File: src/design/frc_pkg.sv
`timescale 1ns / 1ps
// ----------------------------------------------------------------------------
// FRC dither package
// Shared widths, register indexes, reset values and the pattern and
// configuration types used by the frame rate control dither.
// ----------------------------------------------------------------------------
package frc_pkg;

  // Channel value width on both sides of the block.
  localparam int CHAN_W = 16;

  // Default saturation cap on the output depth.
  localparam int MAX_CHANNEL_BITS_DEF = 16;

  // Configuration register width and index width.
  localparam int CFG_W     = 5;
  localparam int CFG_IDX_W = 2;

  // Remainder compare width: covers every shift a CFG_W-bit depth can give.
  localparam int REM_W = 2 ** CFG_W;

  // One lane per color channel.
  localparam int NUM_LANES = 3;
  localparam int LANE_RED   = 0;
  localparam int LANE_GREEN = 1;
  localparam int LANE_BLUE  = 2;

  // Phase counters run modulo six.
  localparam int PHASE_W   = 3;
  localparam int PHASE_MOD = 6;
  localparam int PSUM_W    = PHASE_W + 1;

  // Bit p is set where p mod 3 equals two, for a phase sum p of 0 to 15.
  localparam logic [2**PSUM_W-1:0] MOD3_IS_TWO = 16'h4924;

  // Configuration register indexes.
  localparam logic [CFG_IDX_W-1:0] CFG_IN_BITS   = 2'd0;
  localparam logic [CFG_IDX_W-1:0] CFG_OUT_BITS  = 2'd1;
  localparam logic [CFG_IDX_W-1:0] CFG_GRAY_MODE = 2'd2;

  // Register values after reset.
  localparam logic [CFG_W-1:0] IN_BITS_RST  = 5'd8;
  localparam logic [CFG_W-1:0] OUT_BITS_RST = 5'd6;

  // Dither pattern selectors for the current pixel.
  typedef struct packed {
    logic even;     // phase sum mod 2 is zero
    logic m3_two;   // phase sum mod 3 is two
  } pat_t;

  // Live configuration.
  typedef struct packed {
    logic [CFG_W-1:0] in_bits;
    logic [CFG_W-1:0] out_bits;
    logic             gray;
  } cfg_t;

endpackage

File: src/design/frc_spatiotemporal_dither.sv
`timescale 1ns / 1ps
// ----------------------------------------------------------------------------
// Frame rate control spatio-temporal dither
// Reduces RGB or gray pixels to a programmed bit depth with a phase-based
// dither pattern; three channel lanes feed a merging output register.
// ----------------------------------------------------------------------------
// The block takes one pixel beat per clock while input ready is high and
// returns one beat per pixel, in order, through a lane register and then an
// output register. Each channel is handled by its own lane, which does the
// shift, dither and saturation combinationally into a lane register; the
// output register then merges the lanes. The two registers let a new pixel
// enter while a finished beat waits, and input ready drops only when both
// are full and the output is stalled. Row, column and frame phases advance on
// every accepted pixel from its line and frame end flags. Configuration writes
// are always ready and should be made only while no pixel is in flight.
// ----------------------------------------------------------------------------
module frc_spatiotemporal_dither #(
  parameter int MAX_CHANNEL_BITS = frc_pkg::MAX_CHANNEL_BITS_DEF
) (
  input  logic                          clk,
  input  logic                          rst_n,
  // Pixel input
  input  logic                          in_valid,
  output logic                          in_ready,
  input  logic [frc_pkg::CHAN_W-1:0]    in_red_in,
  input  logic [frc_pkg::CHAN_W-1:0]    in_green_in,
  input  logic [frc_pkg::CHAN_W-1:0]    in_blue_in,
  input  logic                          in_line_end,
  input  logic                          in_frame_end,
  // Pixel output
  output logic                          out_valid,
  input  logic                          out_ready,
  output logic [frc_pkg::CHAN_W-1:0]    out_red_out,
  output logic [frc_pkg::CHAN_W-1:0]    out_green_out,
  output logic [frc_pkg::CHAN_W-1:0]    out_blue_out,
  // Configuration writes
  input  logic                          cfg_valid,
  output logic                          cfg_ready,
  input  logic [frc_pkg::CFG_IDX_W-1:0] cfg_index,
  input  logic [frc_pkg::CFG_W-1:0]     cfg_data
);
  import frc_pkg::*;

  cfg_t                                cfg_r, cfg_nxt;
  pat_t                                pat;
  logic                                accept;
  logic                                lane_valid_r, lane_valid_nxt;
  logic                                take;
  logic [NUM_LANES-1:0][CHAN_W-1:0]    chan_in;
  logic [NUM_LANES-1:0][CHAN_W-1:0]    lane_res;

  // Configuration registers.
  assign cfg_ready = 1'b1;

  always_comb begin
    cfg_nxt = cfg_r;
    if (cfg_valid) begin
      unique case (cfg_index)
        CFG_IN_BITS:   cfg_nxt.in_bits  = cfg_data;
        CFG_OUT_BITS:  cfg_nxt.out_bits = cfg_data;
        CFG_GRAY_MODE: cfg_nxt.gray     = cfg_data[0];
        default:       cfg_nxt          = cfg_r;
      endcase
    end
  end

  always_ff @(posedge clk) begin
    if (!rst_n) begin
      cfg_r.in_bits  <= IN_BITS_RST;
      cfg_r.out_bits <= OUT_BITS_RST;
      cfg_r.gray     <= 1'b0;
    end else begin
      cfg_r <= cfg_nxt;
    end
  end

  // Lane stage occupancy and input handshake.
  assign in_ready = !lane_valid_r || take;
  assign accept   = in_valid && in_ready;

  always_comb begin
    lane_valid_nxt = lane_valid_r;
    if (in_ready) begin
      lane_valid_nxt = in_valid;
    end
  end

  always_ff @(posedge clk) begin
    if (!rst_n) begin
      lane_valid_r <= 1'b0;
    end else begin
      lane_valid_r <= lane_valid_nxt;
    end
  end

  // Phase counters and pattern selectors.
  frc_phase u_phase (
    .clk       (clk),
    .rst_n     (rst_n),
    .adv       (accept),
    .line_end  (in_line_end),
    .frame_end (in_frame_end),
    .pat       (pat)
  );

  // One lane per channel.
  assign chan_in[LANE_RED]   = in_red_in;
  assign chan_in[LANE_GREEN] = in_green_in;
  assign chan_in[LANE_BLUE]  = in_blue_in;

  for (genvar i = 0; i < NUM_LANES; i++) begin : g_lane
    frc_lane #(
      .MAX_CHANNEL_BITS (MAX_CHANNEL_BITS)
    ) u_lane (
      .clk     (clk),
      .load    (accept),
      .chan_in (chan_in[i]),
      .pat     (pat),
      .cfg     (cfg_r),
      .chan_r  (lane_res[i])
    );
  end

  // Merge and output register.
  frc_merge u_merge (
    .clk        (clk),
    .rst_n      (rst_n),
    .lane_valid (lane_valid_r),
    .lane_res   (lane_res),
    .gray       (cfg_r.gray),
    .out_ready  (out_ready),
    .out_valid  (out_valid),
    .out_red    (out_red_out),
    .out_green  (out_green_out),
    .out_blue   (out_blue_out),
    .take       (take)
  );

endmodule

File: src/design/frc_phase.sv
`timescale 1ns / 1ps
// ----------------------------------------------------------------------------
// FRC phase tracker
// Counts column, row and frame phases modulo six from the end flags and
// derives the dither pattern selectors for the pixel being accepted.
// ----------------------------------------------------------------------------
module frc_phase (
  input  logic         clk,
  input  logic         rst_n,
  input  logic         adv,
  input  logic         line_end,
  input  logic         frame_end,
  output frc_pkg::pat_t pat
);
  import frc_pkg::*;

  logic [PHASE_W-1:0] col_r, col_nxt;
  logic [PHASE_W-1:0] row_r, row_nxt;
  logic [PHASE_W-1:0] frm_r, frm_nxt;
  logic [PSUM_W-1:0]  psum;

  function automatic logic [PHASE_W-1:0] wrap_inc(input logic [PHASE_W-1:0] x);
    logic [PHASE_W-1:0] y;
    y = (x == PHASE_W'(PHASE_MOD - 1)) ? '0 : x + PHASE_W'(1);
    return y;
  endfunction

  // The current pixel sees the phases from before its own update.
  always_comb begin
    psum = PSUM_W'(col_r) + PSUM_W'(row_r) + PSUM_W'(frm_r);
    pat.even   = ~psum[0];
    pat.m3_two = MOD3_IS_TWO[psum];
  end

  // Frame end wins over line end.
  always_comb begin
    col_nxt = col_r;
    row_nxt = row_r;
    frm_nxt = frm_r;
    if (adv) begin
      priority if (frame_end) begin
        col_nxt = '0;
        row_nxt = '0;
        frm_nxt = wrap_inc(frm_r);
      end else if (line_end) begin
        col_nxt = '0;
        row_nxt = wrap_inc(row_r);
      end else begin
        col_nxt = wrap_inc(col_r);
      end
    end
  end

  always_ff @(posedge clk) begin
    if (!rst_n) begin
      col_r <= '0;
      row_r <= '0;
      frm_r <= '0;
    end else begin
      col_r <= col_nxt;
      row_r <= row_nxt;
      frm_r <= frm_nxt;
    end
  end

endmodule

File: src/design/frc_lane.sv
`timescale 1ns / 1ps
// ----------------------------------------------------------------------------
// FRC channel lane
// Reduces or widens one channel value, applies the dither increment and
// saturates to the output depth, then registers the result.
// ----------------------------------------------------------------------------
module frc_lane #(
  parameter int MAX_CHANNEL_BITS = frc_pkg::MAX_CHANNEL_BITS_DEF
) (
  input  logic                        clk,
  input  logic                        load,
  input  logic [frc_pkg::CHAN_W-1:0]  chan_in,
  input  frc_pkg::pat_t               pat,
  input  frc_pkg::cfg_t               cfg,
  output logic [frc_pkg::CHAN_W-1:0]  chan_r
);
  import frc_pkg::*;

  localparam int LW = (MAX_CHANNEL_BITS > CHAN_W + 1) ? MAX_CHANNEL_BITS : CHAN_W + 1;
  localparam logic [CFG_W-1:0] CAP = CFG_W'(MAX_CHANNEL_BITS);

  logic [CFG_W-1:0]  eff_out;
  logic [LW:0]       lim_full;
  logic [LW-1:0]     limit;
  logic [CFG_W-1:0]  up_sh;
  logic [CFG_W-1:0]  dn_sh;
  logic              sat_up;
  logic [CHAN_W-1:0] up_val;
  logic [CHAN_W-1:0] up_res;
  logic [REM_W-1:0]  rem;
  logic [REM_W-1:0]  half;
  logic [REM_W-1:0]  quarter;
  logic [REM_W-1:0]  three_q;
  logic              s_ge2;
  logic              inc;
  logic [CHAN_W-1:0] quo;
  logic [CHAN_W:0]   sum;
  logic              sat_dn;
  logic [CHAN_W-1:0] dn_res;
  logic [CHAN_W-1:0] chan_nxt;

  // Saturation limit from the capped output depth.
  always_comb begin
    eff_out  = (cfg.out_bits > CAP) ? CAP : cfg.out_bits;
    lim_full = ((LW + 1)'(1) << eff_out) - (LW + 1)'(1);
    limit    = lim_full[LW-1:0];
  end

  // Widening path: saturate when a set bit lands at or above eff_out.
  always_comb begin
    up_sh  = cfg.out_bits - cfg.in_bits;
    up_val = chan_in << up_sh;
    if (up_sh > eff_out) begin
      sat_up = (chan_in != '0);
    end else begin
      sat_up = ((chan_in >> (eff_out - up_sh)) != '0);
    end
    up_res = sat_up ? limit[CHAN_W-1:0] : up_val;
  end

  // Reducing path: remainder decides the dither increment.
  always_comb begin
    dn_sh   = cfg.in_bits - cfg.out_bits;
    rem     = REM_W'(chan_in) & ~({REM_W{1'b1}} << dn_sh);
    half    = REM_W'(1) << (dn_sh - CFG_W'(1));
    quarter = REM_W'(1) << (dn_sh - CFG_W'(2));
    three_q = REM_W'(3) << (dn_sh - CFG_W'(2));
    s_ge2   = (dn_sh >= CFG_W'(2));
    priority if (rem == half) begin
      inc = pat.even;
    end else if (s_ge2 && rem == quarter) begin
      inc = ~pat.m3_two;
    end else if (s_ge2 && rem == three_q) begin
      inc = pat.m3_two;
    end else begin
      inc = 1'b0;
    end
    quo    = chan_in >> dn_sh;
    sum    = {1'b0, quo} + (CHAN_W + 1)'(inc);
    sat_dn = (LW'(sum) > limit);
    dn_res = sat_dn ? limit[CHAN_W-1:0] : sum[CHAN_W-1:0];
  end

  assign chan_nxt = (cfg.in_bits <= cfg.out_bits) ? up_res : dn_res;

  // Lane result register.
  always_ff @(posedge clk) begin
    if (load) begin
      chan_r <= chan_nxt;
    end
  end

endmodule

File: src/design/frc_merge.sv
`timescale 1ns / 1ps
// ----------------------------------------------------------------------------
// FRC lane merge
// Combines the three lane results into one output beat, replicating the
// red lane in gray mode, and holds the beat until it is taken.
// ----------------------------------------------------------------------------
module frc_merge (
  input  logic                                           clk,
  input  logic                                           rst_n,
  input  logic                                           lane_valid,
  input  logic [frc_pkg::NUM_LANES-1:0][frc_pkg::CHAN_W-1:0] lane_res,
  input  logic                                           gray,
  input  logic                                           out_ready,
  output logic                                           out_valid,
  output logic [frc_pkg::CHAN_W-1:0]                     out_red,
  output logic [frc_pkg::CHAN_W-1:0]                     out_green,
  output logic [frc_pkg::CHAN_W-1:0]                     out_blue,
  output logic                                           take
);
  import frc_pkg::*;

  logic              out_valid_r, out_valid_nxt;
  logic [CHAN_W-1:0] red_r, green_r, blue_r;

  // The output register loads a waiting lane result whenever it is empty or being drained.
  assign take = lane_valid && (!out_valid_r || out_ready);

  always_comb begin
    out_valid_nxt = out_valid_r;
    if (take) begin
      out_valid_nxt = 1'b1;
    end else if (out_ready) begin
      out_valid_nxt = 1'b0;
    end
  end

  always_ff @(posedge clk) begin
    if (!rst_n) begin
      out_valid_r <= 1'b0;
    end else begin
      out_valid_r <= out_valid_nxt;
    end
  end

  // Output payload; gray mode copies the red lane to every channel.
  always_ff @(posedge clk) begin
    if (take) begin
      red_r   <= lane_res[LANE_RED];
      green_r <= gray ? lane_res[LANE_RED] : lane_res[LANE_GREEN];
      blue_r  <= gray ? lane_res[LANE_RED] : lane_res[LANE_BLUE];
    end
  end

  assign out_valid = out_valid_r;
  assign out_red   = red_r;
  assign out_green = green_r;
  assign out_blue  = blue_r;

endmodule

File: config.mk
export PLATFORM = sky130hd
export DESIGN_NAME = frc_spatiotemporal_dither
export DESIGN_NICKNAME = d
export VERILOG_FILES = /design/src/design/frc_pkg.sv /design/src/design/frc_spatiotemporal_dither.sv /design/src/design/frc_phase.sv /design/src/design/frc_lane.sv /design/src/design/frc_merge.sv
export SDC_FILE = /design/constraint.sdc
export NUM_CORES = 1
export LEC_CHECK = 0
export ABC_AREA = 0
export BUFFER_PORTS_ARGS = -buffer_cell sky130_fd_sc_hd__buf_2
export CORE_AREA = 2 2 179 181
export CTS_BUF_LIST = sky130_fd_sc_hd__clkbuf_8 sky130_fd_sc_hd__clkbuf_16
export CTS_CLUSTER_SIZE = 24
export DETAILED_ROUTE_END_ITERATION = 10
export DIE_AREA = 0 0 181 183
export PLACE_DENSITY = 0.87
export SLEW_MARGIN = 10
export SYNTH_ARGS = -nofsm -noshare
export SYNTH_HDL_FRONTEND = slang
export SYNTH_SLANG_ARGS = --single-unit
File: constraint.sdc
create_clock -name clk -period 8.5 [get_ports clk]
set_input_delay 0.85 -clock clk [delete_from_list [all_inputs] [get_ports clk]]
set_output_delay 0.85 -clock clk [all_outputs]
set_load 0.02 [all_outputs]
==> impl_results.md <==
* Hold path start: g_lane[0].u_lane.chan_r[0]$_DFFE_PP_
* Crit path max-delay cell type: o21ai_2
* Arrival @ worst endpoint at 8.22 ns
* RD Place Congestion at 1.16
* FF-to-FF Start: cfg_r[1]$_SDFFE_PN0P_
* First-pass GRT wire length at 113 mm
* Total wire length at 76.5 mm
* Crit path launch: cfg_r[1]$_SDFFE_PN0P_
* FFs w/ async S/R, synth at 0%
* Top cell type's share of synthesized area at 17.0%
* PD cells at 192 nW/um2
* RSZ-0062 raised after global routing: no
* CP required at 8.66 ns
* Top area cells in the synthesized netlist: edfxtp_1, ha_1, mux4_2, nand2_1, o21ai_0
* DRC Markers at 0
* Register area share after synthesis at 19.6%
* DR iter-0 viols at 2758
* Final period utilization at 94.8%
* Max Fclk at 0.124 GHz
* H-tree depth at 4
* CTS tree: done
* Top-Level Pins at 113
* Setup TNS at 0 ns
* Yosys reg bits at 118
* Ys flop type: edfxtp_1
* Post-Synthesis Cell Area at 17000 um2
* Worst Setup End Kind: flop
* 1st-pass router iterations at 7
* CP Buf/Inv Count at 5
* Crit path max-delay family: simple AND/OR/NAND/NOR gates
* Final Hold Viols at 0
* WL/cell at 28.4 um
* Routed vias at 19311
* Reg2reg path depth at 33
* Post-synth top area cell: edfxtp_1
* Hold EP: u_merge.out_red[0]$_DFFE_PP_
* Largest stage delay on the critical path at 0.52 ns
* Average size of a mapped cell at 7.68 um2
* Clock buffer depth at 2
* Share of layout cells above drive strength 1 at 16.7%
* Power, Total at 0.00362 W
* Gr usage total at 45.6%
* Root Driver: clkbuf_16
* Area growth syn-to-layout at 11.1%
* Ys Warns at 0
* Crit-path max FO at 23
* Final setup fails at 0
* Number of global-route vias before repair at 18182
* R2R Path End: g_lane[0].u_lane.chan_r[14]$_DFFE_PP_
* Via density at 7.16
* Post-route clock skew at 0.00962 ns
* Least-Margin Pin Slew at 1.29 ns
* Setup CP Type: reg2reg
* CP Launch Type: flop
* FP Rows at 65
* Max Slew Vio Count at 0
* Status: finished clean
* Final instance area at 18800 um2
* Placed Instance Area at 18200 um2
* Largest net degree at the start of global routing at 70
* Placed wire-length estimate at 58.0 mm
* Number of buffers created by CTS at 17
* Worst hold-check path type: reg2reg
* Initial core utilization at 54.3%
* Mapped Cells at 2208
* Min Tclk post-route at 8.06 ns
* Pre-CTS setup slack at 0.571 ns
* Max_slew headroom at 14.1%
* Peak VDD IR at 0.155 mV
* Die extent in x at 181 um
* Final net count at 2435
* I/O Buffers at 111
* Hold Buf Count CTS at 0
* CTS clk-pin slew, worst paths at 0.06 ns
* Max_cap viols at 0
* Fillers at 2773
* Die area at 33100 um2
* Initial antenna violation count at 4
* Worst R2R Setup Slack at 0.44 ns
* Post-synth EDFFs at 96
* Clock sink count at 118
* Post-synth net total at 2364
* GRT overflow at 0
* Die height at 183 um
* Post-route ant nets at 0
* Yosys cell types at 100
* P_leak at 7.48 nW
* Area of the core at 31200 um2
* WHS Path Cells at 0
* Final setup margin at 0.439 ns
* Worst-skew pair later-pin latency at 0.43 ns
[timing repair]
item,4_1_cts,5_1_grt
setup buffers,0,2
setup endpoints to repair,0,26
gates resized for setup,0,10
[where the power goes]
group / total, W / internal (W) / switching (W) / leakage, nW
logic: 0.00209 / 0.000731 / 0.00136 / 6.11
registers: 0.000818 / 0.000764 / 0.0000539 / 1.11
clock network: 0.000706 / 0.000431 / 0.000275 / 0.269
total: 0.00362 / 0.00193 / 0.00169 / 7.48
[area by class of cell]
cell class,instances,area [um2],share of cell area [%]
Timing Repair Buffer,235,1500,7.98
Tap cell,402,503,2.67
Antenna cell,3,7.51,0.0399
Inverter,108,405,2.15
Multi-Input combinational cell,1799,12500,66.4
Sequential cell,118,3330,17.7
Clock buffer,17,425,2.26
Clock inverter,15,155,0.824
[cells in the mapped netlist (14+ instances only)]
| master | n |
|---|---|
| nand2_1 | 285 |
| nor2_1 | 187 |
| o21ai_0 | 153 |
| a21oi_1 | 139 |
| clkbuf_1 | 127 |
| inv_1 | 101 |
| edfxtp_1 | 96 |
| ha_1 | 87 |
| nand3_1 | 73 |
| xnor2_1 | 73 |
| mux2i_1 | 68 |
| nor3_1 | 65 |
| mux4_2 | 48 |
| nor4_1 | 39 |
| a31oi_1 | 34 |
| a211oi_1 | 33 |
| o211ai_1 | 33 |
| xor2_1 | 32 |
| buf_2 | 28 |
| nand4_1 | 28 |
| and2_1 | 23 |
| nor2b_1 | 23 |
| dfxtp_1 | 22 |
| a22oi_1 | 20 |
| nand2b_1 | 20 |
| a21o_1 | 19 |
| mux2_2 | 18 |
| o21a_1 | 16 |
| o31ai_1 | 16 |
| and3_1 | 15 |
| o221ai_1 | 14 |
[flip-flops by register name, indices dropped and copies added, names as in the netlist]
signal	count
u_merge.out_red	16
u_merge.out_valid	1
u_merge.out_blue	16
cfg_r	11
u_phase.col_r	3
u_phase.frm_r	3
u_merge.out_green	16
lane_valid_r	1
u_phase.row_r	3
g_lane.u_lane.chan_r	48
[placed cells by master, fill, tap and decap left out, types with 14 or more instances in the layout]
cell type	Yosys	layout
nand2_1	285	284
nor2_1	187	186
o21ai_0	153	153
a21oi_1	139	139
buf_4	9	122
buf_2	28	111
inv_1	101	100
edfxtp_1	96	96
ha_1	87	85
nand3_1	73	72
xnor2_1	73	71
mux2i_1	68	68
nor3_1	65	65
mux4_2	48	48
nor4_1	39	39
a31oi_1	34	34
o211ai_1	33	33
a211oi_1	33	33
xor2_1	32	31
nand4_1	28	28
and2_1	23	23
nor2b_1	23	22
nand2b_1	20	20
a22oi_1	20	20
dfxtp_1	22	20
mux2_2	18	18
a21o_1	19	18
clkbuf_16	0	17
o21a_1	16	16
and3_1	15	15
o31ai_1	16	15
o221ai_1	14	14
[metal layers]
metal  wire length, um  vias up  global-route usage [%]
met5                 0        -                       0
li1                  -     8383                       -
met2             33400     1600                    71.4
met3              8650      425                    9.87
met1             26700     8903                    53.1
met4              7770        0                    39.8
[cells by family after synthesis]
logic type               synth area share, %
other                                 0.0221
multiplexers                            11.7
XOR/XNOR                                5.98
AND/OR/NAND/NOR                         22.9
AO/OA/AOI/OAI                           25.3
buffers and inverters                   7.23
adder cells (fa/ha/maj)                 7.25
flip-flops                              19.6
[through the flow]
| step | util, % | hold WS [ns] | std cells |
|---|---|---|---|
| 2_1_floorplan | - | 0.427 | 2208 |
| 3_5_place_dp | 58.2 | 0.440 | 2659 |
| 3_3_place_gp | 58.2 | 0.436 | 2659 |
| 4_1_cts | 60.1 | 0.453 | 2691 |
| 5_1_grt | 60.3 | 0.456 | 2694 |
| 6_report | 60.3 | 0.454 | 2697 |
[how the worst max path moves through the flow]
stage	slack [ns]	endpoint	depth (start not counted)
after floorplan	0.23	g_lane[0].u_lane.chan_r[4]$_DFFE_PP_	37
after global placement	0.78	g_lane[0].u_lane.chan_r[8]$_DFFE_PP_	31
after detailed placement	0.57	g_lane[0].u_lane.chan_r[14]$_DFFE_PP_	33
after CTS	0.51	g_lane[0].u_lane.chan_r[14]$_DFFE_PP_	33
after global routing	0.003	g_lane[1].u_lane.chan_r[14]$_DFFE_PP_	32
final	0.44	g_lane[0].u_lane.chan_r[14]$_DFFE_PP_	33
Power figures use the tool's default switching activity.
